`config.mk`:
```
export PLATFORM = sky130hd
export DESIGN_NAME = hex_to_base64_encoder
export DESIGN_NICKNAME = d
export VERILOG_FILES = /design/src/sv/h64_pkg.sv /design/src/sv/h64_front.sv /design/src/sv/h64_queue.sv /design/src/sv/h64_back.sv /design/src/sv/hex_to_base64_encoder.sv
export SDC_FILE = /design/constraint.sdc
export NUM_CORES = 1
export LEC_CHECK = 0
export BUFFER_PORTS_ARGS = -buffer_cell sky130_fd_sc_hd__clkbuf_2
export CORE_MARGIN = 1
export CORE_UTILIZATION = 40
export CTS_CLUSTER_SIZE = 30
export DETAILED_ROUTE_END_ITERATION = 6
export PLACE_DENSITY = 0.54
export RECOVER_POWER = 50
export SYNTH_ARGS = -nofsm -noshare
export SYNTH_HDL_FRONTEND = slang
export SYNTH_SLANG_ARGS = --single-unit
```
`constraint.sdc`:
```
create_clock -name aclk -period 4.5 [get_ports aclk]
set_clock_uncertainty 0.05 [all_clocks]
set_input_delay 0.45 -clock aclk [delete_from_list [all_inputs] [get_ports aclk]]
set_output_delay 0.45 -clock aclk [all_outputs]
set_load 0.01 [all_outputs]
```
`src/sv/h64_pkg.sv`:
```
// ----------------------------------------------------------------------------
// h64_pkg
// Shared types, codes and the Base64 alphabet for the hex-to-Base64 encoder.
// ----------------------------------------------------------------------------
`default_nettype none

package h64_pkg;

    // Status codes carried with every output character.
    typedef enum logic [1:0] {
        ST_OK        = 2'd0,
        ST_BAD_DIGIT = 2'd1,
        ST_ODD_COUNT = 2'd2
    } status_t;

    localparam int unsigned JOB_CHARS = 4;
    localparam logic [7:0]  PAD_CHAR  = 8'h3D;   // '='
    localparam logic [7:0]  ERR_CHAR  = 8'h00;

    // One decoded item: up to four characters that leave back to back.
    typedef struct packed {
        logic [JOB_CHARS-1:0][7:0] chars;
        logic [2:0]                count;
        logic                      last;
        status_t                   status;
    } job_t;

    // Maps a 6-bit group onto the standard Base64 alphabet.
    function automatic logic [7:0] b64_char(input logic [5:0] v);
        logic [7:0] ch;
        if (v < 6'd26) begin
            ch = 8'h41 + {2'b00, v};
        end else if (v < 6'd52) begin
            ch = 8'h61 + {2'b00, v - 6'd26};
        end else if (v < 6'd62) begin
            ch = 8'h30 + {2'b00, v - 6'd52};
        end else if (v == 6'd62) begin
            ch = 8'h2B;
        end else begin
            ch = 8'h2F;
        end
        return ch;
    endfunction

    // Decodes an ASCII hex digit; the top bit flags a valid digit.
    function automatic logic [4:0] hex_decode(input logic [7:0] c);
        logic [4:0] r;
        if (c >= 8'h30 && c <= 8'h39) begin
            r = {1'b1, 4'(c - 8'h30)};
        end else if (c >= 8'h41 && c <= 8'h46) begin
            r = {1'b1, 4'(c - 8'h37)};
        end else if (c >= 8'h61 && c <= 8'h66) begin
            r = {1'b1, 4'(c - 8'h57)};
        end else begin
            r = 5'd0;
        end
        return r;
    endfunction

endpackage

`default_nettype wire

```
`src/sv/h64_front.sv`:
```
// ----------------------------------------------------------------------------
// h64_front
// Accepts hex digits, pairs them into bytes and turns each into a job of
// Base64 characters, padding and error results for the output queue.
// ----------------------------------------------------------------------------
`default_nettype none

module h64_front (
    input  wire logic          aclk,
    input  wire logic          aresetn,
    input  wire logic          s_tvalid,
    output logic               s_tready,
    input  wire logic [7:0]    s_tdata,     // [7:0] hex_digit
    input  wire logic          s_tlast,     // final_digit
    input  wire logic          q_full,
    output logic               q_push,
    output h64_pkg::job_t      q_job
);

    logic [3:0] nib_reg, nib_next;
    logic       half_reg, half_next;
    logic [1:0] slot_reg, slot_next;
    logic [3:0] left_reg, left_next;
    logic [4:0] dec;
    logic [7:0] byte_val;
    logic       accept;

    assign s_tready = !q_full;
    assign accept   = s_tvalid && s_tready;
    assign dec      = h64_pkg::hex_decode(s_tdata);
    assign byte_val = {nib_reg, dec[3:0]};

    // Classify the digit and build the job of characters that it causes.
    always_comb begin
        nib_next  = nib_reg;
        half_next = half_reg;
        slot_next = slot_reg;
        left_next = left_reg;
        q_job        = '0;
        q_job.status = h64_pkg::ST_OK;
        if (!dec[4]) begin
            q_job.chars[0] = h64_pkg::ERR_CHAR;
            q_job.count    = 3'd1;
            q_job.last     = 1'b1;
            q_job.status   = h64_pkg::ST_BAD_DIGIT;
            nib_next  = '0;
            half_next = 1'b0;
            slot_next = '0;
            left_next = '0;
        end else if (!half_reg) begin
            if (s_tlast) begin
                q_job.chars[0] = h64_pkg::ERR_CHAR;
                q_job.count    = 3'd1;
                q_job.last     = 1'b1;
                q_job.status   = h64_pkg::ST_ODD_COUNT;
                nib_next  = '0;
                slot_next = '0;
                left_next = '0;
            end else begin
                nib_next  = dec[3:0];
                half_next = 1'b1;
            end
        end else begin
            nib_next  = '0;
            half_next = 1'b0;
            q_job.last = s_tlast;
            unique case (slot_reg)
                2'd1: begin
                    q_job.chars[0] = h64_pkg::b64_char({left_reg[1:0], byte_val[7:4]});
                    left_next = byte_val[3:0];
                    slot_next = 2'd2;
                    if (s_tlast) begin
                        q_job.chars[1] = h64_pkg::b64_char({byte_val[3:0], 2'b00});
                        q_job.chars[2] = h64_pkg::PAD_CHAR;
                        q_job.count    = 3'd3;
                    end else begin
                        q_job.count    = 3'd1;
                    end
                end
                2'd2: begin
                    q_job.chars[0] = h64_pkg::b64_char({left_reg, byte_val[7:6]});
                    q_job.chars[1] = h64_pkg::b64_char(byte_val[5:0]);
                    q_job.count    = 3'd2;
                    left_next = '0;
                    slot_next = 2'd0;
                end
                default: begin
                    // Slot zero, and the unused slot code that behaves like it.
                    q_job.chars[0] = h64_pkg::b64_char(byte_val[7:2]);
                    left_next = {2'b00, byte_val[1:0]};
                    slot_next = 2'd1;
                    if (s_tlast) begin
                        q_job.chars[1] = h64_pkg::b64_char({byte_val[1:0], 4'b0000});
                        q_job.chars[2] = h64_pkg::PAD_CHAR;
                        q_job.chars[3] = h64_pkg::PAD_CHAR;
                        q_job.count    = 3'd4;
                    end else begin
                        q_job.count    = 3'd1;
                    end
                end
            endcase
            if (s_tlast) begin
                slot_next = '0;
                left_next = '0;
            end
        end
    end

    assign q_push = accept && (q_job.count != 3'd0);

    // Message state advances only on an accepted transfer.
    always_ff @(posedge aclk) begin
        if (!aresetn) begin
            nib_reg  <= '0;
            half_reg <= 1'b0;
            slot_reg <= '0;
            left_reg <= '0;
        end else if (accept) begin
            nib_reg  <= nib_next;
            half_reg <= half_next;
            slot_reg <= slot_next;
            left_reg <= left_next;
        end
    end

    // A digit that completes a byte always yields at least one character.
    assert property (@(posedge aclk) disable iff (!aresetn)
        (accept && half_reg) |-> q_push)
        else $error("completed byte produced no characters");

    // The group position never takes the unused code.
    assert property (@(posedge aclk) disable iff (!aresetn)
        slot_reg != 2'd3)
        else $error("byte slot reached unused code");

    // Errors and final digits leave the front ready for a fresh message.
    assert property (@(posedge aclk) disable iff (!aresetn)
        (accept && (s_tlast || !dec[4])) |=> (!half_reg && slot_reg == 2'd0))
        else $error("state not cleared at end of message");

endmodule

`default_nettype wire

```
`src/sv/h64_queue.sv`:
```
// ----------------------------------------------------------------------------
// h64_queue
// Two-entry job queue that lets the front and the back stall independently.
// ----------------------------------------------------------------------------
`default_nettype none

module h64_queue (
    input  wire logic          aclk,
    input  wire logic          aresetn,
    input  wire logic          push,
    input  wire h64_pkg::job_t push_job,
    input  wire logic          pop,
    output logic               full,
    output logic               q_valid,
    output h64_pkg::job_t      q_job
);

    h64_pkg::job_t entry_reg [2];
    logic       wr_ptr_reg, wr_ptr_next;
    logic       rd_ptr_reg, rd_ptr_next;
    logic [1:0] count_reg, count_next;

    assign full    = (count_reg == 2'd2);
    assign q_valid = (count_reg != 2'd0);
    assign q_job   = entry_reg[rd_ptr_reg];

    // Pointer and fill count update.
    always_comb begin
        wr_ptr_next = wr_ptr_reg ^ push;
        rd_ptr_next = rd_ptr_reg ^ pop;
        count_next  = count_reg + {1'b0, push} - {1'b0, pop};
    end

    always_ff @(posedge aclk) begin
        if (!aresetn) begin
            wr_ptr_reg <= 1'b0;
            rd_ptr_reg <= 1'b0;
            count_reg  <= '0;
        end else begin
            wr_ptr_reg <= wr_ptr_next;
            rd_ptr_reg <= rd_ptr_next;
            count_reg  <= count_next;
        end
    end

    // Job storage.
    always_ff @(posedge aclk) begin
        if (push) begin
            entry_reg[wr_ptr_reg] <= push_job;
        end
    end

    assert property (@(posedge aclk) disable iff (!aresetn)
        !(push && full))
        else $error("job written into a full queue");

    assert property (@(posedge aclk) disable iff (!aresetn)
        !(pop && !q_valid))
        else $error("job taken from an empty queue");

    assert property (@(posedge aclk) disable iff (!aresetn)
        count_reg <= 2'd2)
        else $error("queue fill count out of range");

endmodule

`default_nettype wire

```
`src/sv/h64_back.sv`:
```
// ----------------------------------------------------------------------------
// h64_back
// Takes jobs from the queue and sends their characters one transfer a cycle.
// ----------------------------------------------------------------------------
`default_nettype none

module h64_back (
    input  wire logic          aclk,
    input  wire logic          aresetn,
    input  wire logic          q_valid,
    input  wire h64_pkg::job_t q_job,
    output logic               pop,
    output logic               m_tvalid,
    input  wire logic          m_tready,
    output logic [7:0]         m_tdata,     // [7:0] code_char
    output logic               m_tlast,     // end_of_output
    output logic [1:0]         m_tuser      // [1:0] status
);

    h64_pkg::job_t job_reg, job_next;
    logic [1:0]    idx_reg, idx_next;
    logic          busy_reg, busy_next;
    logic          last_char, load;

    assign last_char = ({1'b0, idx_reg} == job_reg.count - 3'd1);
    assign load      = !busy_reg || (m_tready && last_char);
    assign pop       = load && q_valid;

    // Walk through the characters of the held job.
    always_comb begin
        job_next  = job_reg;
        idx_next  = idx_reg;
        busy_next = busy_reg;
        if (load) begin
            busy_next = q_valid;
            idx_next  = '0;
            if (q_valid) begin
                job_next = q_job;
            end
        end else if (m_tready) begin
            idx_next = idx_reg + 2'd1;
        end
    end

    always_ff @(posedge aclk) begin
        if (!aresetn) begin
            busy_reg <= 1'b0;
            idx_reg  <= '0;
        end else begin
            busy_reg <= busy_next;
            idx_reg  <= idx_next;
        end
    end

    always_ff @(posedge aclk) begin
        job_reg <= job_next;
    end

    assign m_tvalid = busy_reg;
    assign m_tdata  = job_reg.chars[idx_reg];
    assign m_tlast  = job_reg.last && last_char;
    assign m_tuser  = job_reg.status;

    // An error result is a lone zero character that ends the message.
    assert property (@(posedge aclk) disable iff (!aresetn)
        (m_tvalid && m_tuser != h64_pkg::ST_OK) |-> (m_tlast && m_tdata == h64_pkg::ERR_CHAR))
        else $error("malformed error result");

    // The character index stays inside the held job.
    assert property (@(posedge aclk) disable iff (!aresetn)
        busy_reg |-> ({1'b0, idx_reg} < job_reg.count))
        else $error("character index beyond job length");

    // With the queue empty, the output drains after the last character.
    assert property (@(posedge aclk) disable iff (!aresetn)
        (m_tvalid && m_tready && last_char && !q_valid) |=> !m_tvalid)
        else $error("output stayed valid with nothing to send");

endmodule

`default_nettype wire

```
`src/sv/hex_to_base64_encoder.sv`:
```
// ----------------------------------------------------------------------------
// hex_to_base64_encoder
// Streaming hex-digit to standard Base64 encoder with padding and error
// status.
// ----------------------------------------------------------------------------
// One ASCII hex digit is taken per transfer, final_digit on s_tlast, and a
// new digit can be accepted every cycle while the two-entry job queue has
// room. Each digit becomes a job of zero to four characters; the output side
// sends one character per cycle while m_tready is high, so a completed byte
// gives one or two characters and a final byte up to four. Sustained input is
// one digit per cycle as long as the output keeps pace; the input stalls only
// while the queue is full behind a padding burst or a stalled output. An
// accepted digit's characters are registered in the job queue and then in
// the output job register. Non-hex digits give a single zero character
// with status 1, an odd digit count one with status 2; both end the message
// and start afresh.
// ----------------------------------------------------------------------------
`default_nettype none

module hex_to_base64_encoder (
    input  wire logic       aclk,
    input  wire logic       aresetn,
    input  wire logic       s_tvalid,
    output logic            s_tready,
    input  wire logic [7:0] s_tdata,    // [7:0] hex_digit
    input  wire logic       s_tlast,    // final_digit
    output logic            m_tvalid,
    input  wire logic       m_tready,
    output logic [7:0]      m_tdata,    // [7:0] code_char
    output logic            m_tlast,    // end_of_output
    output logic [1:0]      m_tuser     // [1:0] status
);

    h64_pkg::job_t push_job, head_job;
    logic          push, pop, full, head_valid;

    // Digit classification and byte packing.
    h64_front u_front (
        .aclk     (aclk),
        .aresetn  (aresetn),
        .s_tvalid (s_tvalid),
        .s_tready (s_tready),
        .s_tdata  (s_tdata),
        .s_tlast  (s_tlast),
        .q_full   (full),
        .q_push   (push),
        .q_job    (push_job)
    );

    // Jobs waiting for the output side.
    h64_queue u_queue (
        .aclk     (aclk),
        .aresetn  (aresetn),
        .push     (push),
        .push_job (push_job),
        .pop      (pop),
        .full     (full),
        .q_valid  (head_valid),
        .q_job    (head_job)
    );

    // Character serialiser.
    h64_back u_back (
        .aclk     (aclk),
        .aresetn  (aresetn),
        .q_valid  (head_valid),
        .q_job    (head_job),
        .pop      (pop),
        .m_tvalid (m_tvalid),
        .m_tready (m_tready),
        .m_tdata  (m_tdata),
        .m_tlast  (m_tlast),
        .m_tuser  (m_tuser)
    );

endmodule

`default_nettype wire

```
======== Yosys cells after proc, flatten, opt, wreduce, memory -nomap -nowiden ========
Memories as Yosys holds them, arrays and structs flattened. A register that Yosys moved wholly into a read port is not among the register bits.
Cells that the tools add are included.
word-level totals
  bits in registers ....................... 18
  latch bits .............................. 0
  bits in writable memories ............... 76
  ROM bits ................................ 0
  bits of input ports ..................... 13
  output and inout bits ................... 13
  logic and storage cells ................. 159
  memories kept ........................... 1
memories
  name               words  width  read ports  clocked after Yosys merged registers in  write ports  RTL line         text
  u_queue.entry_reg  2      38     1           1                                        1            h64_queue.sv:18  h64_pkg::job_t entry_reg [2];
cells by class
  add/subtract/negate cells ............... 37
  multipliers ............................. 0
  div/mod/pow operators ................... 0
  $lt $le $gt $ge ......................... 25
  equality and inequality tests ........... 9
  shift-type cells ........................ 0
  multiplexer cells ....................... 58
  bitwise operators ....................... 3
  reductions and logical operators ........ 17
operators by type and width
  operator                                                        count
  2-to-1 mux 8 bit                                                19
  adder 7 x 6 -> 8 bit, first input constant                      12
  less-than comparator 6 bit, second input constant               12
  2-to-1 mux 24 bit                                               2
  adder 6 x 6 -> 7 bit, first input constant                      6
  case mux 19 bit (2 select lines)                                1
  less-than comparator 6 x 5 -> 1 bit, second input constant      6
  subtractor 6 x 5 -> 6 bit, second input constant                6
  subtractor 6 bit, second input constant                         6
  2-to-1 mux 4 bit                                                8
  2-to-1 mux 14 bit                                               2
  equality test 6 bit, second input constant                      4
  2-to-1 mux 22 bit                                               1
  binary-select mux 8 bit (select 2 bit)                          1
  >= comparator 8 x 7 -> 1 bit, second input constant             2
  less-or-equal comparator 8 x 7 -> 1 bit, second input constant  2
  case mux 8 bit (2 select lines)                                 1
  2-to-1 mux 3 bit                                                5
  2-to-1 mux 5 bit                                                3
  2-to-1 mux 12 bit                                               1
  2-to-1 mux 2 bit                                                6
  >= comparator 8 x 6 -> 1 bit, second input constant             1
  less-or-equal comparator 8 x 6 -> 1 bit, second input constant  1
  logical AND 1 bit                                               8
  other kinds (23)                                                33

======== Logic depth before layout (Yosys ltp) ========
  depth after elaboration ................. 18
  mapped depth ............................ 18
  depth with buffers taken out ............ 17

======== Cells and area by module ========
From an unflattened synthesis, not the netlist that was laid out.
second synthesis, totals
  cell total of the unflattened synthesis .. 705
  area total of the unflattened synthesis .. 8186.6 µm²
by module, submodules not included
  module     times used  cells an instance  area each (µm²)  sequential area each (µm²)
  h64_front  1           491                3558.4           220.2
  h64_queue  1           139                3060.4           2382.3
  h64_back   1           75                 1567.8           1201.2

======== Worst setup path after synthesis ========
No wires, ideal clock.
  kind .................................... in2reg
  start point ............................. input port s_tdata[0]
  end point ............................... memory u_queue.entry_reg[0][18] (netlist name) (data pin)
  library setup time ...................... 191 ps
  data arrival time ....................... 3412 ps
  data required time ...................... 4259 ps
  path slack .............................. 847 ps
  cell stages on the path ................. 16
  buffers on the path ..................... 2
  cell sequence ........................... inv_1 ha_1 o21bai_1 a21o_1 a22oi_1 nor2_1 buf_2 ha_1 clkbuf_1 nand2b_1 o21a_1 o31ai_1 nor3b_2 xor2_1 nand4_1 a311oi_1
RTL lines
  item                RTL line                     text
  start: declaration  hex_to_base64_encoder.sv:25  input wire logic [7:0] s_tdata,
  end: declaration    h64_queue.sv:18

==> results.md <==
* Worst slew pin tran at 1.407 ns
* Design Area, Final at 6952 sq um
* Crit Path Max Fanout at 10
* Crit path kind: input pin to flop
* Max-slew headroom at 6.213%
* Tmin final at 4.052 ns
* Max-cap viol count at 0
* Fin. max-slew vios at 0
* Initial Util at 41.48%
* Core area at 15370 sq um
* Most frequent cell after synthesis: edfxtp_1
* CTS Buffer Depth at 2
* Buf+Inv Stages, Crit Path at 4
* Pwr dens at 333.7 nW/um^2
* Top_reg_cell synth: edfxtp_1
* Post-Syn Area at 6376 sq um
* Capturing point of the worst reg2reg path: u_queue.entry_reg[0][7]$_DFFE_PP_
* Share of post-route cells with drive strength above 1 at 11.80%
* Largest register FFs at 46
* Post-CTS resize count at 0
* H-Tree Depth at 3
* Congestion Overflow GR at 0
* Cell Chain, Critical Path: clkbuf_2, inv_1, ha_1, or3b_1, o2111ai_2, nand2_4, clkinvlp_2, nor2_1, clkbuf_1, ha_1, a21oi_1, xnor2_1, ha_1, nor2_1, a41o_1, a31oi_1, a21o_1, a31oi_1
* Final ANT Viol Nets at 0
* Critical path's slowest cell: clkinvlp_2
* Fmax at 0.2468 GHz
* EDFF count, synth at 69
* Synthesized net count at 711
* Final TNS setup at 0 ns
* Syn_area_per_cell at 9.870 sq um
* Peak VDD IR at 235.3 uV
* Routed wire length at 15.65 mm
* #FFs+latches synth at 87
* Worst Path Arrival at 4.06 ns
* Synth area leaders: edfxtp_1, ha_1, dfxtp_1
* FP Rows at 45
* Leak at 2.498 nW
* Util after Layout at 45.23%
* Area after DPL at 6696 sq um
* Antenna cell count at 0
* Synthesis Warnings at 0
* Ports at 26
* First-pass iteration count of the detailed router at 4
* RSZ-0062 raised after global routing: false
* Most common library cells after synthesis: edfxtp_1, ha_1, nand2_1, a21oi_1, nor2_1
* Hold depth at 3
* Total CTS buffers at 9
* CP endpoint kind: flop
* Top-area cell type share of the netlist area at 32.50%
* Setup Fix Bufs, Post-CTS at 0
* Initial antenna violation count at 0
* Fraction of the cycle the final worst path needs at 90.04%
* Crit path max-delay family: compound AO/OA/AOI/OAI gates
* CTS sink cnt at 87
* Reg2reg start: u_front.nib_reg[3]$_SDFFE_PN0P_
* Crit path largest cell delay at 0.34 ns
* Final setup fails at 0
* Part of the Yosys area used for sequential elements at 38.15%
* Vias in the first global route at 4659
* First-pass GRT wire length at 24.97 mm
* Die area at 16450 sq um
* Synth unique cells at 76
* Reg2reg setup slack at 1.17 ns
* DRC at 0
* Fin. Hold Viols at 0
* Placed wire-length estimate at 11.60 mm
* Largest net degree at the start of global routing at 25
* Area growth syn-to-layout at 9.027%
* Nets at 721
* Routed vias at 4902
* Via density at 5.622
* Clock root cell: clkbuf_16
* Non-Filler Instances at 872
* Pwr Total at 2.320 mW
* Die height at 128.3 um
* Area leader, netlist: edfxtp_1
* CP Depth at 18
* Worst Hold End: u_back.idx_reg[0]$_SDFFE_PP0P_
* Initial DRC Count at 373
* Cells after synthesis at 646
* CP most frequent cell: ha_1
* # hold bufs at CTS at 0
* Clock transition at path regs at 0.06 ns
* Overall routing resource usage at 19.57%
* Wire length per cell at 17.94 um
* CP startpoint kind: input pin
* Hold crit path type: input pin to flop
* Worst reg-to-reg path cell count at 7
* Number of buffers added on ports at 25
* Post-synth ARST share at 0%
* Clk Latency, worst-skew pair at 0.33 ns
* Hold Crit Start: m_tready
* Die width at 128.3 um
* RePlAce Congestion at 0.8662
* Placed Cells at 856
* CTS tree: done
* Outcome: finished, final reports clean
* Required time of the critical path at 4.51 ns
[power breakdown]
group          switching, mW  total (mW)  internal [mW]
combinational          0.271       0.467          0.196
clock                  0.284       0.701          0.418
sequential            0.0812        1.15           1.07
total                  0.636        2.32           1.68
[layer usage]
metal / GRT usage [%] / up-vias / part of all wire (%)
li1: - / 2394 / -
met1: 27.26 / 2379 / 48
met2: 31.73 / 110 / 46
met3: 2.254 / 19 / 3.9
met4: 5.952 / 0 / 1.5
met5: 0 / - / 0
[through the flow]
| step | setup WS (ns) | hold slack, ns |
|---|---|---|
| finish | 0.4481 | 0.3490 |
| CTS | 0.6843 | 0.3436 |
| detailed placement | 0.3499 | 0.4623 |
| global placement | 0.3976 | 0.4585 |
| global route | 0.2285 | 0.3658 |
| floorplan | 0.8470 | 0.4250 |
[kinds of logic (layout without fill, tap and decap cells)]
kind of cell             count (synthesis)  count (layout)  synth area share, %
buffers and inverters                   66              81                4.278
flip-flops                              87              87                38.15
AO/OA/AOI/OAI                          169             169                18.62
adder cells (fa/ha/maj)                 52              52                10.20
AND/OR/NAND/NOR                        185             185                15.46
multiplexers                            40              40                6.829
XOR/XNOR                                47              47                6.456
[layout by cell type (no fill, tap or decap), types with 7 or more instances in the layout]
master and instances:
a21o_1 10, mux2i_1 14, clkbuf_1 16, nand2b_1 9
xor2_1 19, a31oi_1 7, nand2_1 44, nor3_1 11
dfxtp_1 18, nand3_1 19, nor2_1 34, edfxtp_1 69
a311oi_1 8, clkbuf_16 9, mux2_2 22, o21ai_0 29
inv_1 26, a21boi_0 10, o211ai_1 11, nor2b_1 19
buf_4 10, ha_1 52, clkbuf_2 13, a21oi_1 36
xnor2_1 28, and2_1 8
[area by class of cell]
cell class / count / area (sq um)
inverters: 27 / 102.6
well taps: 211 / 264.0
clock buffers: 13 / 270.3
clock inverters: 3 / 16.27
multi-input cells: 493 / 3670
flip-flops and latches: 87 / 2432
fillers: 1514 / 8419
repair buffers: 38 / 196.4
[tightest hold or removal path, cell delays in order]
cell      delay [ns]
clkbuf_2        0.11
xnor2_1         0.07
nor2_1          0.07
[worst max path at each step]
stage	startpoint	endpoint	slack [ns]
final	s_tdata[0]	u_queue.entry_reg[1][19]$_DFFE_PP_	0.45
after global routing	s_tdata[0]	u_queue.entry_reg[1][20]$_DFFE_PP_	0.23
after CTS	s_tdata[0]	u_queue.entry_reg[1][12]$_DFFE_PP_	0.68
after detailed placement	s_tdata[0]	u_queue.entry_reg[0][12]$_DFFE_PP_	0.35
after global placement	s_tdata[0]	u_queue.entry_reg[1][12]$_DFFE_PP_	0.40
after floorplan	s_tdata[0]	u_queue.entry_reg[0][18]$_DFFE_PP_	0.85
Note: power is estimated with default switching activity, not from simulation.
